## src/rtl/ssl_pkg.sv

```systemverilog
`timescale 1ns / 1ps

package ssl_pkg;

    // Width of the millisecond time base kept in state; timestamps wrap at 2^TIME_BITS.
    localparam int TIME_BITS = 32;

    localparam int ANGLE_BITS = 8;
    localparam int CFG_INDEX_BITS = 2;
    localparam int CFG_DATA_BITS = 16;

    localparam logic [ANGLE_BITS-1:0] ANGLE_MIN = 8'd0;
    localparam logic [ANGLE_BITS-1:0] ANGLE_MAX = 8'd180;
    localparam logic [ANGLE_BITS-1:0] ANGLE_RESET = 8'd90;

    // Register indexes of the configuration port.
    localparam logic [CFG_INDEX_BITS-1:0] CFG_STEP_DEGREES = 2'd0;
    localparam logic [CFG_INDEX_BITS-1:0] CFG_STEP_INTERVAL = 2'd1;
    localparam logic [CFG_INDEX_BITS-1:0] CFG_RELEASE_DELAY = 2'd2;
    localparam logic [CFG_INDEX_BITS-1:0] CFG_CENTER_DEGREES = 2'd3;

    // Configuration reset values.
    localparam logic [7:0] STEP_DEGREES_RESET = 8'd2;
    localparam logic [15:0] STEP_INTERVAL_RESET = 16'd20;
    localparam logic [15:0] RELEASE_DELAY_RESET = 16'd1000;
    localparam logic [7:0] CENTER_DEGREES_RESET = 8'd90;

    typedef logic [TIME_BITS-1:0] t_time;

    typedef enum logic [1:0] {
        CMD_TICK       = 2'd0,
        CMD_SET_TARGET = 2'd1,
        CMD_WRITE_NOW  = 2'd2,
        CMD_RELEASE    = 2'd3
    } t_cmd;

    typedef struct packed {
        t_cmd               cmd;
        logic [31:0]        now_ms;
        logic signed [15:0] angle;
    } t_in_item;

    typedef struct packed {
        logic [ANGLE_BITS-1:0] servo_angle;
        logic                  angle_written;
        logic                  attached;
        logic                  at_target;
    } t_out_item;

    typedef struct packed {
        logic [7:0]  step_degrees;
        logic [15:0] step_interval_ms;
        logic [15:0] release_delay_ms;
        logic [7:0]  center_degrees;
    } t_cfg;

    // Saturate a signed request to the servo's 0..180 degree range.
    function automatic logic [ANGLE_BITS-1:0] clamp_angle(input logic signed [15:0] raw);
        logic [ANGLE_BITS-1:0] res;
        if (raw < 16'sd0) begin
            res = ANGLE_MIN;
        end else if (raw > 16'sd180) begin
            res = ANGLE_MAX;
        end else begin
            res = raw[ANGLE_BITS-1:0];
        end
        return res;
    endfunction

endpackage

```

## src/rtl/servo_slew_limiter_auto_release.sv

```systemverilog
`timescale 1ns / 1ps

// Channel  | Direction | Handshake                 | Payload
// ---------+-----------+---------------------------+---------------------------
// in       | input     | i_in_valid / o_in_stall   | i_in_item  (cmd, now, angle)
// out      | output    | o_out_valid / i_out_stall | o_out_item (angle, flags)
// cfg      | input     | i_cfg_we                  | i_cfg_index, i_cfg_data
//
// One item per clock while the output is not stalled; every item gives one result.
// The rate is set by the state update between the input and result registers.
// Reset is synchronous and active low; it restores the configuration and servo state.
// A stalled result holds the output register; o_in_stall rises only while an item waits
// in the input register and the output register cannot be loaded.

module servo_slew_limiter_auto_release (
    input  logic                               i_clk,
    input  logic                               i_rst_n,
    input  logic                               i_in_valid,
    output logic                               o_in_stall,
    input  ssl_pkg::t_in_item                  i_in_item,
    output logic                               o_out_valid,
    input  logic                               i_out_stall,
    output ssl_pkg::t_out_item                 o_out_item,
    input  logic                               i_cfg_we,
    input  logic [ssl_pkg::CFG_INDEX_BITS-1:0] i_cfg_index,
    input  logic [ssl_pkg::CFG_DATA_BITS-1:0]  i_cfg_data
);

    logic               r_in_valid;
    ssl_pkg::t_in_item  r_in_item;
    logic               r_out_valid;
    ssl_pkg::t_out_item r_out_item;

    ssl_pkg::t_cfg      cfg;
    ssl_pkg::t_out_item core_result;
    logic               out_can_load;
    logic               advance;

    // Pipeline flow control.
    assign out_can_load = !r_out_valid || !i_out_stall;
    assign advance      = r_in_valid && out_can_load;
    assign o_in_stall   = r_in_valid && !out_can_load;

    ssl_cfg_regs u_cfg_regs (
        .i_clk       (i_clk),
        .i_rst_n     (i_rst_n),
        .i_cfg_we    (i_cfg_we),
        .i_cfg_index (i_cfg_index),
        .i_cfg_data  (i_cfg_data),
        .o_cfg       (cfg)
    );

    ssl_core u_core (
        .i_clk     (i_clk),
        .i_rst_n   (i_rst_n),
        .i_cfg     (cfg),
        .i_advance (advance),
        .i_item    (r_in_item),
        .o_result  (core_result)
    );

    // Input register.
    always_ff @(posedge i_clk) begin
        if (!i_rst_n) begin
            r_in_valid <= 1'b0;
        end else if (!o_in_stall) begin
            r_in_valid <= i_in_valid;
        end
    end

    always_ff @(posedge i_clk) begin
        if (!o_in_stall && i_in_valid) begin
            r_in_item <= i_in_item;
        end
    end

    // Result register.
    always_ff @(posedge i_clk) begin
        if (!i_rst_n) begin
            r_out_valid <= 1'b0;
        end else if (out_can_load) begin
            r_out_valid <= r_in_valid;
        end
    end

    always_ff @(posedge i_clk) begin
        if (advance) begin
            r_out_item <= core_result;
        end
    end

    assign o_out_valid = r_out_valid;
    assign o_out_item  = r_out_item;

endmodule

```

## src/rtl/ssl_cfg_regs.sv

```systemverilog
`timescale 1ns / 1ps

module ssl_cfg_regs (
    input  logic                                 i_clk,
    input  logic                                 i_rst_n,
    input  logic                                 i_cfg_we,
    input  logic [ssl_pkg::CFG_INDEX_BITS-1:0]   i_cfg_index,
    input  logic [ssl_pkg::CFG_DATA_BITS-1:0]    i_cfg_data,
    output ssl_pkg::t_cfg                        o_cfg
);

    ssl_pkg::t_cfg r_cfg;

    // Register file: each write lands in the register its index selects.
    always_ff @(posedge i_clk) begin
        if (!i_rst_n) begin
            r_cfg.step_degrees     <= ssl_pkg::STEP_DEGREES_RESET;
            r_cfg.step_interval_ms <= ssl_pkg::STEP_INTERVAL_RESET;
            r_cfg.release_delay_ms <= ssl_pkg::RELEASE_DELAY_RESET;
            r_cfg.center_degrees   <= ssl_pkg::CENTER_DEGREES_RESET;
        end else if (i_cfg_we) begin
            unique case (i_cfg_index)
                ssl_pkg::CFG_STEP_DEGREES: begin
                    r_cfg.step_degrees <= i_cfg_data[7:0];
                end
                ssl_pkg::CFG_STEP_INTERVAL: begin
                    r_cfg.step_interval_ms <= i_cfg_data;
                end
                ssl_pkg::CFG_RELEASE_DELAY: begin
                    r_cfg.release_delay_ms <= i_cfg_data;
                end
                ssl_pkg::CFG_CENTER_DEGREES: begin
                    r_cfg.center_degrees <= i_cfg_data[7:0];
                end
                default: begin
                end
            endcase
        end
    end

    assign o_cfg = r_cfg;

endmodule

```

## src/rtl/ssl_core.sv

```systemverilog
`timescale 1ns / 1ps

module ssl_core (
    input  logic               i_clk,
    input  logic               i_rst_n,
    input  ssl_pkg::t_cfg      i_cfg,
    input  logic               i_advance,
    input  ssl_pkg::t_in_item  i_item,
    output ssl_pkg::t_out_item o_result
);

    logic [ssl_pkg::ANGLE_BITS-1:0] r_cur;
    logic [ssl_pkg::ANGLE_BITS-1:0] r_tgt;
    ssl_pkg::t_time                 r_last;
    ssl_pkg::t_time                 r_dwell;
    logic                           r_en;

    logic [ssl_pkg::ANGLE_BITS-1:0] n_cur;
    logic [ssl_pkg::ANGLE_BITS-1:0] n_tgt;
    ssl_pkg::t_time                 n_last;
    ssl_pkg::t_time                 n_dwell;
    logic                           n_en;
    logic                           n_written;

    ssl_pkg::t_time                 now_t;
    ssl_pkg::t_time                 step_elapsed;
    ssl_pkg::t_time                 dwell_elapsed;
    ssl_pkg::t_time                 dwell_after_step;
    logic                           step_ok;
    logic [ssl_pkg::ANGLE_BITS:0]   up_sum;
    logic [ssl_pkg::ANGLE_BITS:0]   down_limit;
    logic [ssl_pkg::ANGLE_BITS-1:0] stepped;
    logic [ssl_pkg::ANGLE_BITS-1:0] req_angle;

    // Shared arithmetic: the clamped requested angle and, for the tick command, the elapsed times and the step result.
    always_comb begin
        now_t        = ssl_pkg::TIME_BITS'(i_item.now_ms);
        req_angle    = ssl_pkg::clamp_angle(i_item.angle);
        step_elapsed = now_t - r_last;
        step_ok      = r_en && (r_cur != r_tgt) &&
                       (step_elapsed >= ssl_pkg::TIME_BITS'(i_cfg.step_interval_ms));
        up_sum       = {1'b0, r_cur} + {1'b0, i_cfg.step_degrees};
        down_limit   = {1'b0, r_tgt} + {1'b0, i_cfg.step_degrees};
        if (r_cur < r_tgt) begin
            stepped = (up_sum < {1'b0, r_tgt}) ? up_sum[ssl_pkg::ANGLE_BITS-1:0] : r_tgt;
        end else if ({1'b0, r_cur} < down_limit) begin
            stepped = r_tgt;
        end else begin
            stepped = r_cur - i_cfg.step_degrees;
        end
        dwell_after_step = step_ok ? '0 : r_dwell;
        dwell_elapsed    = now_t - dwell_after_step;
    end

    // Command decode and next state.
    always_comb begin
        n_cur     = r_cur;
        n_tgt     = r_tgt;
        n_last    = r_last;
        n_dwell   = r_dwell;
        n_en      = r_en;
        n_written = 1'b0;
        unique case (i_item.cmd)
            ssl_pkg::CMD_TICK: begin
                if (step_ok) begin
                    n_last    = now_t;
                    n_cur     = stepped;
                    n_written = 1'b1;
                end
                n_dwell = dwell_after_step;
                if (r_en && (n_cur == r_tgt)) begin
                    if (r_tgt == i_cfg.center_degrees) begin
                        if (dwell_after_step == '0) begin
                            n_dwell = now_t;
                        end else if (dwell_elapsed >=
                                     ssl_pkg::TIME_BITS'(i_cfg.release_delay_ms)) begin
                            n_en    = 1'b0;
                            n_dwell = '0;
                        end
                    end else begin
                        n_dwell = '0;
                    end
                end
            end
            ssl_pkg::CMD_SET_TARGET: begin
                n_tgt     = req_angle;
                n_dwell   = '0;
                n_en      = 1'b1;
                n_written = !r_en;
            end
            ssl_pkg::CMD_WRITE_NOW: begin
                n_cur     = req_angle;
                n_tgt     = req_angle;
                n_dwell   = '0;
                n_en      = 1'b1;
                n_written = 1'b1;
            end
            ssl_pkg::CMD_RELEASE: begin
                n_en    = 1'b0;
                n_dwell = '0;
            end
            default: begin
            end
        endcase
    end

    // State registers; they move only when an item passes to the result stage.
    always_ff @(posedge i_clk) begin
        if (!i_rst_n) begin
            r_cur   <= ssl_pkg::ANGLE_RESET;
            r_tgt   <= ssl_pkg::ANGLE_RESET;
            r_last  <= '0;
            r_dwell <= '0;
            r_en    <= 1'b0;
        end else if (i_advance) begin
            r_cur   <= n_cur;
            r_tgt   <= n_tgt;
            r_last  <= n_last;
            r_dwell <= n_dwell;
            r_en    <= n_en;
        end
    end

    // Result of the item being processed, taken from the updated state.
    always_comb begin
        o_result.servo_angle   = n_cur;
        o_result.angle_written = n_written;
        o_result.attached      = n_en;
        o_result.at_target     = (n_cur == n_tgt);
    end

`ifndef SYNTHESIS
    // An immediate write always leaves the drive enabled and on target.
    a_write_now_on_target: assert property (@(posedge i_clk) disable iff (!i_rst_n)
        (i_advance && (i_item.cmd == ssl_pkg::CMD_WRITE_NOW)) |=> (r_en && (r_cur == r_tgt)))
        else $error("write immediately did not settle on target");

    // Angles never leave the servo range.
    a_angle_range: assert property (@(posedge i_clk) disable iff (!i_rst_n)
        (r_cur <= ssl_pkg::ANGLE_MAX) && (r_tgt <= ssl_pkg::ANGLE_MAX))
        else $error("angle out of range");

    // Without an item the state holds.
    a_state_holds: assert property (@(posedge i_clk) disable iff (!i_rst_n)
        !i_advance |=> ($stable(r_cur) && $stable(r_tgt) && $stable(r_en) && $stable(r_dwell)))
        else $error("state changed without an item");

    // A tick on a released drive neither moves the angle nor attaches.
    a_idle_tick: assert property (@(posedge i_clk) disable iff (!i_rst_n)
        (i_advance && (i_item.cmd == ssl_pkg::CMD_TICK) && !r_en) |=> (!r_en && $stable(r_cur)))
        else $error("tick moved a released servo");
`endif

endmodule
```

## config.mk

```make
export PLATFORM = sky130hd
export DESIGN_NAME = servo_slew_limiter_auto_release
export DESIGN_NICKNAME = d
export VERILOG_FILES = /design/src/rtl/ssl_pkg.sv /design/src/rtl/servo_slew_limiter_auto_release.sv /design/src/rtl/ssl_cfg_regs.sv /design/src/rtl/ssl_core.sv
export SDC_FILE = /design/constraint.sdc
export NUM_CORES = 1
export LEC_CHECK = 0
export BUFFER_PORTS_ARGS = -buffer_cell sky130_fd_sc_hd__buf_4
export CAP_MARGIN = 10
export CORE_UTILIZATION = 50
export DETAILED_ROUTE_END_ITERATION = 10
export HOLD_SLACK_MARGIN = 0.02
export PLACE_DENSITY = 0.68
export SKIP_CTS_REPAIR_TIMING = 1
export SLEW_MARGIN = 5
export SYNTH_ARGS = -nofsm -noshare
export SYNTH_HDL_FRONTEND = slang
export SYNTH_SLANG_ARGS = --single-unit
```

## constraint.sdc

```tcl
create_clock -name i_clk -period 10.8 [get_ports i_clk]
set_input_delay 0.54 -clock i_clk [delete_from_list [all_inputs] [get_ports i_clk]]
set_output_delay 0.54 -clock i_clk [all_outputs]
set_load 0.1 [all_outputs]
```

==> flow_summary_export.csv, run 1 <==
group,metric,value,unit
outcome,outcome,"complete, no violations",
timing,finalSetupViolCount,0,
timing,period_needed,10.01,ns
floorplan,die-area,29400,um2
cts,clk_latency,0.46,ns
timing,hold_ws,0.248,ns
global_routing,grt_start_max_net_pins,78,
job,drv_cap,0,
global_routing,track_usage,0.289,
critical_path,ff2ff_setup_slack,0.79,ns
worst_hold_path,hp-start,"i_in_item[21]",
cts,cts_tree,"yes",
critical_path,cp.arrival,10.37,ns
critical_path,cp-end-kind,"flop",
timing,worst_pin_slew,1.16,ns
floorplan,coreArea,28000,um2
cts,numCtsBuffers,17,
yosys,synthFlopType,"dfxtp_1",
global_routing,first_global_vias,12300,
routing,totalWireLength,41400,um
routing,met3_wirelength,2390,um
place,place_congestion,0.970,
power,leakage,6.11,nW
routing,ant_nets,0,
critical_path,startpoint_type,"flop",
yosys,synth-seq-area-share,0.310,
floorplan,die_w,171,um
critical_path,worstPathMaxFanout,30,
critical_path,timing.rr.start,"r_in_item[25]$_DFFE_PP_",
worst_hold_path,holdPathStages,1,
yosys,ys_types,89,
timing,fin_crit_sh,0.927,
power,power_density,126,nW/um2
timing,grt_setup_unrepaired,"false",
critical_path,r2r_cells,38,
yosys,synthAdderAreaFrac,0.133,
power,total_power,2.00,mW
final_layout,fillers,2647,
global_routing,grt_pass1_wl,65900,um
yosys,yosys_warnings,0,
yosys,synth_xor_area_frac,0.0445,
yosys,synth_edf_count,61,
yosys,synth-simple-area-share,0.203,
yosys,synth_top_area_frac,0.183,
timing,final_max_slew_viol_count,0,
yosys,syn_area_per_cell,8.02,um2
critical_path,crit_required,11.16,ns
power,peakVddDrop,0.000112,V
timing,fin_tns_setup,0,ns
routing,routed.top_layer,"met4",
cts,clkTransAtPathRegs,0.08,ns
final_layout,nNetsFinal,2057,
routing,wire_per_inst,18.6,um
yosys,syn_inst,1790,
cts,htreeDepth,4,
critical_path,cpMaxStageDelayCell,"o31a_2",
cts,clock-sinks,192,
yosys,synth_area_leader_cell,"dfxtp_1",
routing,firstDrtPassIters,6,
final_layout,fin_util,0.567,
global_routing,gr-total-overflow,0,
cts,cts_max_path_buffers,2,
critical_path,worst_path_most_repeated_cell,"ha_1",
floorplan,placementRows,61,
critical_path,r2r_end,"u_core.r_dwell[10]$_SDFFE_PN0P_",
routing,route.detailed.drc,0,
routing,viasPerCell,5.93,
worst_hold_path,hold_path.class,"input port to flop",
yosys,synth_area_leaders,"dfxtp_1 (18%), edfxtp_1 (13%), ha_1 (13%), nand2_1 (7.4%), a21oi_1 (6.3%)",
timing,skew,0.0163,ns
yosys,async_flop_share,0,
floorplan,die_y,171,um
timing,finalHoldViolCount,0,
yosys,syn_nets,2013,
place,hpwl,32100,um
yosys,yosys-mux-area-fraction,0.0162,
yosys,synth_compound_area_frac,0.232,
place,io_buffer_count,85,
routing,num_vias,13200,
yosys,synth_seq_cells,192,
critical_path,cp_slowest_stage_delay,0.65,ns
final_layout,area_growth,10.6,%
critical_path,critical_path_class,"flop to flop",
final_layout,drive_gt1_frac,0.106,
routing,m1WireLength,19200,um
yosys,synth_area,14400,um2
floorplan,start_util,0.513,
floorplan,ios,86,
yosys,synth_top_family_by_area,"compound AO/OA/AOI/OAI gates",
worst_hold_path,hold_end,"r_in_item[21]$_DFFE_PP_",
routing,drt-initial-drc-count,997,
routing,met2_length,19000,um
timing,clock.fmax,99.9,MHz
cts,cts_root_buffer,"clkbuf_16",
final_layout,antenna_cells,0,
global_routing,antenna_found_initial,0,
timing,relSlewSlack,0.221,
==> layer usage <==
| layer | track usage | up-vias |
|---|---|---|
| met1 | 0.394 | 6257 |
| met3 | 0.0416 | 51 |
| li1 | - | 6474 |
| met5 | 0 | - |
| met4 | 0.0858 | 0 |
| met2 | 0.471 | 415 |
==> per-stage QoR <==
| step | instances | area [um2] | worst slack [ns] |
|---|---|---|---|
| after floorplan | 1790 | 14400 | 2.61 |
| after global placement | 2193 | 15300 | 1.22 |
| after detailed placement | 2193 | 15300 | 0.900 |
| after CTS | 2225 | 15900 | 0.873 |
| after global routing | 2225 | 15900 | 0.277 |
| final | 2225 | 15900 | 0.791 |
==> cell type report <==
cell class / count / area, um2 / share of cell area
sequential: 192 / 4450 / 0.280
tap: 378 / 473 / 0.0298
clock buffer: 19 / 475 / 0.0299
inverter: 151 / 567 / 0.0357
multi-input combinational: 1375 / 9040 / 0.570
clock inverter: 13 / 139 / 0.00874
timing repair buffer: 97 / 728 / 0.0459
==> placed cells by master (no fill, tap or decap), types with 11 or more instances in the layout <==
master     count
nor2b_1       16
xor2_1        23
a211oi_1      15
clkbuf_16     19
o21ai_2       31
and3_1        20
nand2_1      284
a21o_1        30
mux2i_1       21
nand3_1       43
dfxtp_1      131
o31ai_1       11
nor3b_1       11
ha_1         145
edfxtp_1      61
nor4_1        18
nand2b_1      19
o21a_1        14
o211ai_1      38
inv_1        149
xnor2_1       50
buf_4         97
o21ai_0       72
a21oi_1      181
nor3_1        22
nor2_1       108
a31oi_1       16
nand4_1       23
==> critical path, delay by kind of cell (launching register included) <==
kind	cells	cell delay [ns]
AND/OR/NAND/NOR	11	2.22
flip-flops	1	0.46
AO/OA/AOI/OAI	19	4.84
adder cells (fa/ha/maj)	4	1.39
XOR/XNOR	2	0.26
buffers and inverters	2	0.71
==> state kept, by name, indices dropped and copies added, names as in the netlist <==
name / flops
u_core.r_en: 1
u_core.r_tgt: 8
u_cfg_regs.o_cfg: 48
r_in_item: 50
u_core.r_last: 32
u_core.r_dwell: 32
u_core.r_cur: 8
r_in_valid: 1
o_out_item: 11
o_out_valid: 1
==> logic make-up after synthesis <==
logic type / after synthesis
AO/OA/AOI/OAI: 509
XOR/XNOR: 73
adder cells (fa/ha/maj): 150
buffers and inverters: 223
flip-flops: 192
multiplexers: 23
AND/OR/NAND/NOR: 620
==> worst max-delay path by stage <==
stage                                       start                         endpoint  cells after the start
after floorplan           r_in_item[25]$_DFFE_PP_  u_core.r_dwell[10]$_SDFFE_PN0P_                     40
after global placement    r_in_item[25]$_DFFE_PP_  u_core.r_dwell[10]$_SDFFE_PN0P_                     38
after detailed placement  r_in_item[25]$_DFFE_PP_  u_core.r_dwell[10]$_SDFFE_PN0P_                     38
after CTS                 r_in_item[25]$_DFFE_PP_  u_core.r_dwell[10]$_SDFFE_PN0P_                     38
after global routing      r_in_item[25]$_DFFE_PP_   u_core.r_dwell[7]$_SDFFE_PN0P_                     38
final                     r_in_item[25]$_DFFE_PP_  u_core.r_dwell[10]$_SDFFE_PN0P_                     38
==> synth_stat cells (all sizes together), types with 11 or more instances <==
| cell type | n |
|---|---|
| nand2 | 285 |
| a21oi | 184 |
| inv | 149 |
| ha | 145 |
| dfxtp | 131 |
| o21ai | 113 |
| nor2 | 110 |
| edfxtp | 61 |
| xnor2 | 50 |
| clkbuf | 48 |
| nand3 | 45 |
| o211ai | 38 |
| a21o | 30 |
| nor3 | 26 |
| buf | 24 |
| nand4 | 23 |
| xor2 | 23 |
| mux2i | 21 |
| and3 | 20 |
| nand2b | 19 |
| nor4 | 19 |
| nor2b | 17 |
| a31oi | 16 |
| a211oi | 15 |
| o21a | 14 |
| o31ai | 12 |
| nor3b | 11 |
==> where the power goes <==
part,internal [mW],leakage (nW),switching (mW)
Clock,0.336,0.299,0.325
Sequential,0.772,1.65,0.0339
Combinational,0.203,4.16,0.331
Total,1.31,6.11,0.690
No activity file was read; power rests on OpenSTA's default activity.
==> inputs of run 2 (changes only) <==
--- a/config.mk
+++ b/config.mk
@@ -5,12 +5,13 @@
 export SDC_FILE = /design/constraint.sdc
 export NUM_CORES = 1
 export LEC_CHECK = 0
+export ABC_AREA = 1
 export BUFFER_PORTS_ARGS = -buffer_cell sky130_fd_sc_hd__buf_4
 export CAP_MARGIN = 10
 export CORE_UTILIZATION = 50
 export DETAILED_ROUTE_END_ITERATION = 10
 export HOLD_SLACK_MARGIN = 0.02
-export PLACE_DENSITY = 0.68
+export PLACE_DENSITY = 0.67
 export SKIP_CTS_REPAIR_TIMING = 1
 export SLEW_MARGIN = 5
 export SYNTH_ARGS = -nofsm -noshare
==> run 2 against run 1 <==
Net effect: the run now ends with DRC left; fmax grew 19%; critical path depth rose by 5; count of clock-buffer cells in the layout unchanged; combinational power increased by 17%.
==> flow_summary_export.csv, run 2 <==
group,metric,value,unit
routing,firstDrtPassIters,8,
floorplan,start_util,0.512,
floorplan,die_w,180,um
final_layout,area_growth,9.41,%
routing,drt-initial-drc-count,1464,
outcome,outcome,"complete, but fails checks",
cts,clk_latency,0.48,ns
cts,htreeDepth,4,
final_layout,regMostFlops,"r_in_item",
critical_path,cp-end-kind,"flop",
floorplan,ios,86,
yosys,synth_top_area_frac,0.166,
final_layout,nNetsFinal,2669,
critical_path,crit_required,11.19,ns
worst_hold_path,holdPathStages,1,
worst_hold_path,hold_path.class,"input port to flop",
global_routing,antenna_found_initial,1,
critical_path,cp_slowest_stage_delay,0.53,ns
timing,grt_setup_unrepaired,"false",
global_routing,grt_start_max_net_pins,63,
yosys,synth-seq-area-share,0.282,
critical_path,ff2ff_setup_slack,2.38,ns
critical_path,worst_path_most_repeated_cell,"nand2_1",
yosys,synth_area_leader_cell,"dfxtp_1",
place,io_buffer_count,85,
critical_path,r2r_end,"u_core.r_dwell[25]$_SDFFE_PN0P_",
cts,cts_root_buffer,"clkbuf_16",
yosys,ys_types,52,
timing,period_needed,8.42,ns
timing,finalSetupViolCount,0,
place,hpwl,38100,um
timing,fin_tns_setup,0,ns
timing,fin_crit_sh,0.780,
floorplan,coreArea,30800,um2
job,drv_cap,0,
critical_path,worstPathMaxFanout,53,
timing,clock.fmax,119,MHz
critical_path,timing.rr.start,"r_in_item[16]$_DFFE_PP_",
timing,worst_slack,2.38,ns
yosys,syn_area_per_cell,6.55,um2
outcome,violations,"DRC",
power,leakage,8.58,nW
routing,wire_per_inst,17.3,um
final_layout,final_common_cell,"nand2_1",
global_routing,track_usage,0.304,
yosys,synth_area,15800,um2
yosys,syn_nets,2633,
routing,ant_nets,0,
yosys,async_flop_share,0,
routing,route.detailed.drc,6,
yosys,syn_inst,2410,
floorplan,die-area,32300,um2
yosys,synth_seq_cells,192,
cts,cts_max_path_buffers,2,
yosys,synth_area_leaders,"dfxtp_1 (17%), nand2_1 (16%), edfxtp_1 (12%), ha_1 (11%), inv_1 (9.4%)",
cts,cts_tree,"yes",
routing,viasPerCell,5.48,
routing,num_vias,15600,
critical_path,cpMaxStageDelayCell,"o31ai_1",
global_routing,first_global_vias,14100,
timing,skew,0.0286,ns
place,place_ws,2.13,ns
critical_path,critical_path_class,"flop to flop",
worst_hold_path,hp-start,"i_in_item[20]",
critical_path,cp.arrival,8.81,ns
yosys,synth_common_cells,"nand2_1 (672), inv_1 (397), nand3_1 (198)",
yosys,synth_most_common_cell,"nand2_1",
power,peakVddDrop,0.000125,V
routing,totalWireLength,49400,um
timing,final_max_slew_viol_count,0,
timing,finalHoldViolCount,0,
floorplan,die_y,180,um
critical_path,startpoint_type,"flop",
floorplan,placementRows,64,
final_layout,drive_gt1_frac,0.0736,
global_routing,grt_pass1_wl,77000,um
timing,relSlewSlack,0.224,
final_layout,largest_reg_flops,50,
global_routing,gr-total-overflow,0,
power,power_density,122,nW/um2
yosys,yosys_warnings,0,
critical_path,r2r_cells,43,
cts,clock-sinks,192,
place,place_congestion,1.01,
yosys,synthFlopType,"dfxtp_1",
cts,clkTransAtPathRegs,0.09,ns
cts,numCtsBuffers,17,
timing,worst_pin_slew,1.16,ns
worst_hold_path,hold_end,"r_in_item[20]$_DFFE_PP_",
final_layout,final_cell_mix,"nand2_1 (671), inv_1 (396), nand3_1 (198)",
yosys,synth_edf_count,61,
-- run 2: cell count changes in the layout (fill, tap and decap cells not counted), moves of 19 or more --
cell	change
nor2_1	+19
o21ai_2	-31
o21ai_0	+87
nand3_1	+155
inv_1	+247
mux2i_1	-21
xnor2_1	-29
a21o_1	-24
nand2_1	+387
nand2b_1	-19
o211ai_1	-22
-- run 2: layer usage --
| metal | vias to the layer above | global-route usage | wire [um] |
|---|---|---|---|
| li1 | 7891 | - | - |
| met1 | 7169 | 0.440 | 23500 |
| met2 | 503 | 0.457 | 21000 |
| met3 | 74 | 0.0525 | 3510 |
| met4 | 0 | 0.0979 | 1370 |
| met5 | - | 0 | 0 |
-- run 2: stage by stage --
stage	instances	cell area [um2]	power [mW]	hold slack, ns	utilization
floorplan	2410	15800	1.27	0.433	-
global placement	2822	16600	1.43	0.442	0.540
detailed placement	2822	16600	1.44	0.450	0.540
CTS	2854	17300	2.10	0.222	0.560
global route	2856	17300	2.22	0.217	0.560
finish	2856	17300	2.11	0.229	0.560
-- run 2: where the power goes --
part,internal (mW),switching [mW]
combinational,0.213,0.411
sequential,0.776,0.0371
clock,0.328,0.340
total,1.32,0.788
-- run 2: worst max-delay path, delay by kind of cell, from the launching register on --
| kind | cells | cell delay (ns) |
|---|---|---|
| adder cells (fa/ha/maj) | 5 | 1.56 |
| AO/OA/AOI/OAI | 8 | 2.06 |
| XOR/XNOR | 2 | 0.36 |
| buffers and inverters | 4 | 0.68 |
| AND/OR/NAND/NOR | 24 | 3.25 |
| flip-flops | 1 | 0.36 |
-- run 2: worst max-delay path by stage --
stage / startpoint / to / slack [ns]
after CTS: r_in_item[16]$_DFFE_PP_ / u_core.r_dwell[5]$_SDFFE_PN0P_ / 2.11
after global placement: r_in_item[23]$_DFFE_PP_ / u_core.r_dwell[11]$_SDFFE_PN0P_ / 2.18
final: r_in_item[16]$_DFFE_PP_ / u_core.r_dwell[25]$_SDFFE_PN0P_ / 2.38
after global routing: r_in_item[16]$_DFFE_PP_ / u_core.r_dwell[25]$_SDFFE_PN0P_ / 1.45
after floorplan: r_in_item[16]$_DFFE_PP_ / u_core.r_dwell[10]$_SDFFE_PN0P_ / 4.55
after detailed placement: r_in_item[16]$_DFFE_PP_ / u_core.r_dwell[6]$_SDFFE_PN0P_ / 2.13
-- run 2: cells by family after synthesis --
| logic type | synth area share |
|---|---|
| AOI/OAI and AO/OA | 0.147 |
| xor gates and xnor gates | 0.0344 |
| adders and majority gates | 0.121 |
| buffers and inverters | 0.118 |
| DFF | 0.282 |
| and+or+nand+nor | 0.297 |
-- run 2: final cells by class --
type,instances,area [um2]
multi-input combinational,1738,9490
fill,3077,13600
tap,396,495
clock buffer,19,464
timing repair buffer,93,702
inverter,404,1520
clock inverter,13,146
sequential,192,4450
antenna,1,2.50
